### src/sv/sbx_pkg.sv
// Shared types, codes and sizes of the stack bytecode execute unit.
`default_nettype none
package sbx_pkg;

	// Stack sizes and the derived address widths.
	localparam int DS_DEPTH = 256;
	localparam int DS_AW    = 8;
	localparam int SP_W     = 9;
	localparam int RS_DEPTH = 64;
	localparam int RS_AW    = 6;
	localparam int RP_W     = 7;
	localparam int PC_W     = 16;

	// Opcodes.
	localparam logic [7:0] OP_CALL = 8'd0;
	localparam logic [7:0] OP_RET  = 8'd1;
	localparam logic [7:0] OP_HALT = 8'd2;
	localparam logic [7:0] OP_PUSH = 8'd3;
	localparam logic [7:0] OP_POP  = 8'd4;
	localparam logic [7:0] OP_FLD  = 8'd5;
	localparam logic [7:0] OP_IMM  = 8'd6;
	localparam logic [7:0] OP_MLD  = 8'd7;
	localparam logic [7:0] OP_MST  = 8'd8;
	localparam logic [7:0] OP_FST  = 8'd9;
	localparam logic [7:0] OP_JZ   = 8'd10;
	localparam logic [7:0] OP_DISC = 8'd11;
	localparam logic [7:0] OP_JMP  = 8'd12;
	localparam logic [7:0] OP_JNZ  = 8'd13;

	// Intrinsic numbers.
	localparam logic [31:0] IN_ADD = 32'd1;
	localparam logic [31:0] IN_SUB = 32'd2;
	localparam logic [31:0] IN_DIV = 32'd3;
	localparam logic [31:0] IN_MUL = 32'd4;
	localparam logic [31:0] IN_MOD = 32'd5;
	localparam logic [31:0] IN_PRN = 32'd6;
	localparam logic [31:0] IN_NL  = 32'd7;
	localparam logic [31:0] IN_EQ  = 32'd8;
	localparam logic [31:0] IN_RDN = 32'd9;
	localparam logic [31:0] IN_NOT = 32'd22;
	localparam logic [31:0] IN_LT  = 32'd23;
	localparam logic [31:0] IN_GT  = 32'd24;

	// Classes that the front hands to the back.
	localparam logic [4:0] CL_ADD   = 5'd0;
	localparam logic [4:0] CL_SUB   = 5'd1;
	localparam logic [4:0] CL_DIV   = 5'd2;
	localparam logic [4:0] CL_MUL   = 5'd3;
	localparam logic [4:0] CL_MOD   = 5'd4;
	localparam logic [4:0] CL_EQ    = 5'd5;
	localparam logic [4:0] CL_LT    = 5'd6;
	localparam logic [4:0] CL_GT    = 5'd7;
	localparam logic [4:0] CL_PRN   = 5'd8;
	localparam logic [4:0] CL_NOT   = 5'd9;
	localparam logic [4:0] CL_NL    = 5'd10;
	localparam logic [4:0] CL_RDN   = 5'd11;
	localparam logic [4:0] CL_UNSUP = 5'd12;
	localparam logic [4:0] CL_CALL  = 5'd13;
	localparam logic [4:0] CL_RET   = 5'd14;
	localparam logic [4:0] CL_HALT  = 5'd15;
	localparam logic [4:0] CL_PUSH  = 5'd16;
	localparam logic [4:0] CL_POP   = 5'd17;
	localparam logic [4:0] CL_FLD   = 5'd18;
	localparam logic [4:0] CL_IMM   = 5'd19;
	localparam logic [4:0] CL_MLD   = 5'd20;
	localparam logic [4:0] CL_MST   = 5'd21;
	localparam logic [4:0] CL_FST   = 5'd22;
	localparam logic [4:0] CL_JZ    = 5'd23;
	localparam logic [4:0] CL_DISC  = 5'd24;
	localparam logic [4:0] CL_JMP   = 5'd25;
	localparam logic [4:0] CL_JNZ   = 5'd26;
	localparam logic [4:0] CL_BAD   = 5'd27;

	// Error codes.
	localparam logic [2:0] ERR_OK    = 3'd0;
	localparam logic [2:0] ERR_OPC   = 3'd1;
	localparam logic [2:0] ERR_UNSUP = 3'd2;
	localparam logic [2:0] ERR_OVER  = 3'd3;
	localparam logic [2:0] ERR_UNDER = 3'd4;
	localparam logic [2:0] ERR_DIV0  = 3'd5;
	localparam logic [2:0] ERR_INDEX = 3'd6;

	// Print kinds.
	localparam logic [1:0] PK_NONE = 2'd0;
	localparam logic [1:0] PK_NUM  = 2'd1;
	localparam logic [1:0] PK_NL   = 2'd2;

	typedef struct packed {
		logic [7:0]         req_type;
		logic signed [31:0] operand_word;
		logic [7:0]         operand_byte;
		logic signed [31:0] load_word;
		logic signed [31:0] console_number;
	} req_t;

	typedef struct packed {
		logic [15:0]        next_pc;
		logic               mem_write;
		logic [15:0]        mem_addr;
		logic signed [31:0] mem_data;
		logic [1:0]         print_kind;
		logic signed [31:0] print_value;
		logic               halted;
		logic [7:0]         exit_code;
		logic [2:0]         error_code;
	} res_t;

	// Classified item held in the queue between front and back.
	typedef struct packed {
		logic [4:0]  cls;
		logic [31:0] word;
		logic [7:0]  xbyte;
		logic [31:0] load;
		logic [31:0] cons;
	} dec_t;

	// Number of data stack reads a class needs before it executes.
	function automatic logic [1:0] reads_of(input logic [4:0] cls);
		logic [1:0] n;
		case (cls)
			CL_ADD, CL_SUB, CL_DIV, CL_MUL, CL_MOD, CL_EQ, CL_LT, CL_GT: n = 2'd2;
			CL_PRN, CL_NOT, CL_RET, CL_POP, CL_FLD: n = 2'd1;
			default: n = 2'd0;
		endcase
		return n;
	endfunction

endpackage
`default_nettype wire

### src/sv/sbx_front.sv
// Front end: accepts items, classifies them and queues them for the back end.
`default_nettype none
module sbx_front (
	input  wire logic          clk,
	input  wire logic          arst_n,
	input  wire logic          push,
	output logic               full,
	input  wire sbx_pkg::req_t req,
	output logic               q_valid,
	output sbx_pkg::dec_t      q_item,
	input  wire logic          q_pop
);
	import sbx_pkg::*;

	dec_t       fifo_q [2];
	logic       wp_q, rp_q;
	logic [1:0] cnt_q;
	dec_t       dec;
	logic [31:0] k;
	logic       do_push, do_pop;

	// Classify the opcode and, for calls with a negative operand, the intrinsic.
	always_comb begin
		k = 32'd0 - req.operand_word;
		dec.word  = req.operand_word;
		dec.xbyte = req.operand_byte;
		dec.load  = req.load_word;
		dec.cons  = req.console_number;
		case (req.req_type)
			OP_CALL: begin
				if (req.operand_word[31]) begin
					case (k)
						IN_ADD:  dec.cls = CL_ADD;
						IN_SUB:  dec.cls = CL_SUB;
						IN_DIV:  dec.cls = CL_DIV;
						IN_MUL:  dec.cls = CL_MUL;
						IN_MOD:  dec.cls = CL_MOD;
						IN_PRN:  dec.cls = CL_PRN;
						IN_NL:   dec.cls = CL_NL;
						IN_EQ:   dec.cls = CL_EQ;
						IN_RDN:  dec.cls = CL_RDN;
						IN_NOT:  dec.cls = CL_NOT;
						IN_LT:   dec.cls = CL_LT;
						IN_GT:   dec.cls = CL_GT;
						default: dec.cls = CL_UNSUP;
					endcase
				end else begin
					dec.cls = CL_CALL;
				end
			end
			OP_RET:  dec.cls = CL_RET;
			OP_HALT: dec.cls = CL_HALT;
			OP_PUSH: dec.cls = CL_PUSH;
			OP_POP:  dec.cls = CL_POP;
			OP_FLD:  dec.cls = CL_FLD;
			OP_IMM:  dec.cls = CL_IMM;
			OP_MLD:  dec.cls = CL_MLD;
			OP_MST:  dec.cls = CL_MST;
			OP_FST:  dec.cls = CL_FST;
			OP_JZ:   dec.cls = CL_JZ;
			OP_DISC: dec.cls = CL_DISC;
			OP_JMP:  dec.cls = CL_JMP;
			OP_JNZ:  dec.cls = CL_JNZ;
			default: dec.cls = CL_BAD;
		endcase
	end

	assign full    = (cnt_q == 2'd2);
	assign q_valid = (cnt_q != 2'd0);
	assign q_item  = fifo_q[rp_q];
	assign do_push = push && !full;
	assign do_pop  = q_pop && q_valid;

	// Two-entry queue storage.
	always_ff @(posedge clk) begin
		if (do_push) begin
			fifo_q[wp_q] <= dec;
		end
	end

	// Queue pointers and fill count.
	always_ff @(posedge clk or negedge arst_n) begin
		if (!arst_n) begin
			wp_q  <= 1'b0;
			rp_q  <= 1'b0;
			cnt_q <= 2'd0;
		end else begin
			if (do_push) begin
				wp_q <= !wp_q;
			end
			if (do_pop) begin
				rp_q <= !rp_q;
			end
			cnt_q <= cnt_q + {1'b0, do_push} - {1'b0, do_pop};
		end
	end

endmodule
`default_nettype wire

### config.mk
export PLATFORM = sky130hd
export DESIGN_NAME = sbx_front
export DESIGN_NICKNAME = d
export VERILOG_FILES = /design/src/sv/sbx_pkg.sv /design/src/sv/sbx_front.sv
export SDC_FILE = /design/constraint.sdc
export NUM_CORES = 1
export LEC_CHECK = 0
export ABC_AREA = 1
export BUFFER_PORTS_ARGS = -buffer_cell sky130_fd_sc_hd__buf_4
export CORE_UTILIZATION = 50
export DETAILED_ROUTE_END_ITERATION = 12
export PLACE_DENSITY = 0.75
export SLEW_MARGIN = 20
export SYNTH_ARGS = -nofsm -noshare
export SYNTH_HDL_FRONTEND = slang
export SYNTH_SLANG_ARGS = --single-unit
### constraint.sdc
create_clock -name clk -period 14 [get_ports clk]
set_input_delay 1.4 -clock clk [delete_from_list [all_inputs] [get_ports clk]]
set_output_delay 1.4 -clock clk [all_outputs]
set_load 0.005 [all_outputs]
Yosys cells after proc, flatten, opt, wreduce, memory -nomap -nowiden
Memories as Yosys holds them, arrays and structs flattened.
Index checks and enable logic that the tools add are counted.
Storage, ports and cells
  flip-flop bits (word level): 4
  RAM bits: 218
  bits in read-only memories: 128
  input port bits: 116
  output and inout port bits: 111
  word-level logic and storage cells: 35
  memories: 2
Cells by class
  add/subtract/negate cells: 3
  equal/unequal tests: 14
  muxes and demuxes: 5
  reductions and logical operators: 8
Memories
  fifo_q: words 2, width 109, read ports 1, clocked after memory_dff 0, wr ports 1, RTL line sbx_front.sv:15  | dec_t fifo_q [2];
  (name not given): words 32, width 4, read ports 1, clocked after memory_dff 0, wr ports 0, RTL line sbx_front.sv:32  | case (k)
Operators by type and width (number)
  case mux 5 bit (14 select lines): 1
  equality test 8 x 4 -> 1 bit (second input constant): 6
  equality test 8 x 3 -> 1 bit (second input constant): 4
  subtractor 1 x 32 -> 32 bit (first input constant): 1
  logical NOT 27 bit: 1
  equality test 8 x 2 -> 1 bit (second input constant): 2
  2-to-1 mux 5 bit: 2
  equality test 8 x 1 -> 1 bit (second input constant): 1
  logical NOT 8 bit: 1
  logical NOT 1 bit: 3
  adder 2 x 1 -> 2 bit: 1
  equality test 2 bit (second input constant): 1
  logical AND 1 bit: 2
  2-to-1 mux 1 bit: 2
  nonzero test 2 bit: 1
  subtractor 2 x 1 -> 2 bit: 1

Logic depth before layout (Yosys ltp)
  word-level depth: 5
  depth in mapped cells: 17
  depth with buffers taken out: 16

Worst setup path before layout
No wires, ideal clock.
  kind: input to register
  start: input push
  end: memory fifo_q[0][0] in the netlist's numbering, enable pin
  setup time: 0.579 ns
  arrival: 6.141 ns
  required time: 13.421 ns
  setup slack: 7.281 ns
  stages on the path: 2
  buffers on the path: 0
  cells stage by stage: o21ai_0 -> nor2_1
Between the ends
  longest elaborated chain between the ends: 3
RTL lines
  start, declared: RTL line sbx_front.sv:6  | input wire logic push,
  logical AND 1 bit: RTL line sbx_front.sv:71  | assign do_push = push && !full;
  2-to-1 mux 1 bit: RTL line sbx_front.sv:76  | if (do_push) begin
  2-to-1 mux 1 bit (implied by the code): RTL line sbx_front.sv:77  | fifo_q[wp_q] <= dec;
  end, declared: RTL line sbx_front.sv:15
Every way passes these cells.

==> impl_metrics.tcl <==
set metrics [dict create \
    via_count_of_the_first_global_routing_pass 7109 \
    floorplan.die.height_um 142 \
    max-cap-violations 0 \
    synth_flop_cell "edfxtp_1" \
    number_of_buffers_created_by_cts 23 \
    detailed_routing_iterations_pass_1 5 \
    synthesis.area_per_instance_um2 10.1 \
    final.setup.worst_slack_ns 9.44 \
    power.share.sequential_pct 43.2 \
    full_die_area_mm2 0.0202 \
    core.rowCount 50 \
    placedCellCount 1435 \
    synth_area_leaders "edfxtp_1 67%, nand2_1 17%, nor2_1 3.0%, inv_1 2.6%, nand3_1 1.9%" \
    synth.yosys.seq_area_share_pct 67.8 \
    synthMostInstantiatedCell "nand2_1" \
    switching_share_pct 31.3 \
    worstHoldPathType "reg -> reg" \
    grt_max_degree 58 \
    io_buffer_count 226 \
    antenna_violating_nets_left 0 \
    intPower_mw 1.54 \
    asyncSetResetFlopFracSynth_pct 1.80 \
    number_of_enable_flip_flop_cells_after_synthesis 218 \
    final_max_slew_viol_count 0 \
    startpoint_type "register" \
    top_level_ports 227 \
    relSlewSlack_pct 39.0 \
    synth_top_area_cell "edfxtp_1" \
    finalCritPeriodShare_pct 32.5 \
    final_hold_viol_count 0 \
    combPwrFrac_pct 32.4 \
    clk_network_pwr_share_pct 24.4 \
    antenna_cells 0 \
    layout-drive-gt1-share_pct 23.9 \
    power.leakage_nw 5.39 \
    globalRoute.totalOverflow 0 \
    cts_sinks 222 \
    fmax_mhz 219 \
    tightest_slew_ns 0.905 \
    dr.first_iter.drc_count 475 \
    setup_bufs_post_cts 0 \
    synth.cells.most_frequent "452 x nand2_1, 218 x edfxtp_1, 79 x nor2_1, 67 x inv_1, 38 x nand3_1" \
    insertion_delay_ns 0.48 \
    timing.critical_path.to_type "output port" \
    cts-htree-levels 1 \
    cts_hold_buffers 0 \
    cts.path.max_buffers 3 \
    clk_pin_slew_worst_paths_ns 0.06 \
    cp_data_arrival_time_ns 3.16 \
    synth_top_area_share_pct 66.8 \
    syn_area_mm2 0.00980 \
    fin_worst_hold_slack_ns 0.554 \
    synth.lib_cells_used.distinct 32 \
    antenna_found_initial 0 \
    syn_to_final_growth_pct 27.1 \
    via_per_inst 4.99 \
    first_pass_grt_wire_length_mm 36.4 \
    post_cts_resized 0 \
    dpl_wire_length_mm 16.5 \
    worst_clock_skew_ns 0.00590 \
    timing.final.crit_period_ns 4.56 \
    detailroute.via_count 7364 \
    power_density_mw_per_mm2 180 \
    setup_viol_count_final 0 \
    cts_tree "built" \
    layoutNonFillerInstCount 1475 \
    syn_nets 1092 \
    pre_cts_slack_ns 9.97 \
    post-route-drc-count 0 \
    initial_utilization_pct 51.7 \
    total_switching_power_mw 0.703 \
    core_area_mm2 0.0190 \
    ys.warnings.count 0 \
    post_synth_inst_count 969 \
    critPathKind "reg -> out" \
    dieWidth_um 142 \
    number_of_synthesized_register_bits 222 \
    status "finished, final reports clean" \
    ctsRootBufferMaster "clkbuf_16" \
    gp_routability_congestion 0.950 \
    critical_path.max_fanout 56 \
    groute.usage.overall_pct 23.3 \
    detail_route.wl_per_cell_um 15.9 \
    wirelength_mm 23.5 \
    worstPathRequired_ns 12.60 \
    vdd_ir_drop_max_mv 0.101 \
    rsz0062_at_grt "false" \
    setup_total_negative_slack_ns 0 \
    finalNetCount 1323 \
]
==> state kept, by name, summed over array words and instances, names as in the netlist <==
signal  cells
rp_q        1
wp_q        1
fifo_q    218
cnt_q       2
==> path summary, 6_finish.rpt <==
path / from / to / slack [ns] / cells after the start
worst max-delay path: rp_q$_DFFE_PN0P_ / q_item[66] / 9.44 / 5
worst min-delay path: cnt_q[0]$_DFF_PN0_ / cnt_q[0]$_DFF_PN0_ / 0.55 / 1
worst max register to register: cnt_q[1]$_DFF_PN0_ / fifo_q[0][103]$_DFFE_PP_ / 11.28 / 5
worst min register to register: cnt_q[0]$_DFF_PN0_ / cnt_q[0]$_DFF_PN0_ / 0.55 / 1
max in group asynchronous: arst_n / rp_q$_DFFE_PN0P_ / 13.18 / 1
min in group asynchronous: arst_n / rp_q$_DFFE_PN0P_ / 0.70 / 1
==> logic make-up after synthesis <==
kind of cell / Yosys count / share of synthesized area [%]
xor+xnor: 6 / 0.536
compound gates: 28 / 1.67
flops: 222 / 67.8
simple gates: 613 / 25.5
fa+ha+maj: 7 / 0.894
buf+inv: 93 / 3.64
==> layout make-up <==
cell class              instances  area (um2)
flip-flops and latches        222        6650
inverters                      67         253
multi-input cells             654        2810
well taps                     260         325
clock buffers                  28         594
fillers                      1496        6500
repair buffers                232        1740
clock inverters                12        80.1
==> per-layer routing <==
metal / global-route usage, % / part of all wire [%]
met1: 30.6 / 42
met5: 0 / 0
met2: 40.5 / 49
met3: 3.53 / 6.8
met4: 5.94 / 1.9
==> power by group through the flow <==
| stage | clock network [mW] | registers, mW | logic [mW] |
|---|---|---|---|
| 2_1_floorplan | 0 | 0.975 | 0.353 |
| 3_3_place_gp | 0 | 0.979 | 0.723 |
| 3_5_place_dp | 0 | 0.984 | 0.737 |
| 4_1_cts | 0.558 | 0.972 | 0.739 |
| 5_1_grt | 0.587 | 0.984 | 0.810 |
| 6_report | 0.548 | 0.970 | 0.729 |
==> per-stage QoR <==
stage                     power, mW  cell area, um2  utilization (%)
after floorplan                1.33            9800                -
after global placement         1.70           11800             62.2
after detailed placement       1.72           11800             62.2
after CTS                      2.27           12500             65.7
after global routing           2.38           12500             65.7
final                          2.25           12500             65.7
==> worst max-delay path, cell delays in order (launching register included) <==
cell and delay, ns:
dfrtp_4 0.81, clkinv_2 0.84, buf_4 0.61, nand2_1 0.14, nand2_1 0.07, buf_4 0.13
==> placed cells by master (no fill, tap or decap), drive strengths merged, types with 2 or more instances in the layout <==
cell,n
nand3b,2
or2,2
nor3,4
nand3,40
clkinv,11
xor2,4
clkbuf,28
o21bai,2
nand2,458
edfxtp,218
xnor2,2
a21oi,4
buf,232
nor2,92
nand4,12
inv,66
o21ai,17
ha,7
nor4,2
dfrtp,4
a311oi,2
(Power assumes the default switching activity.)
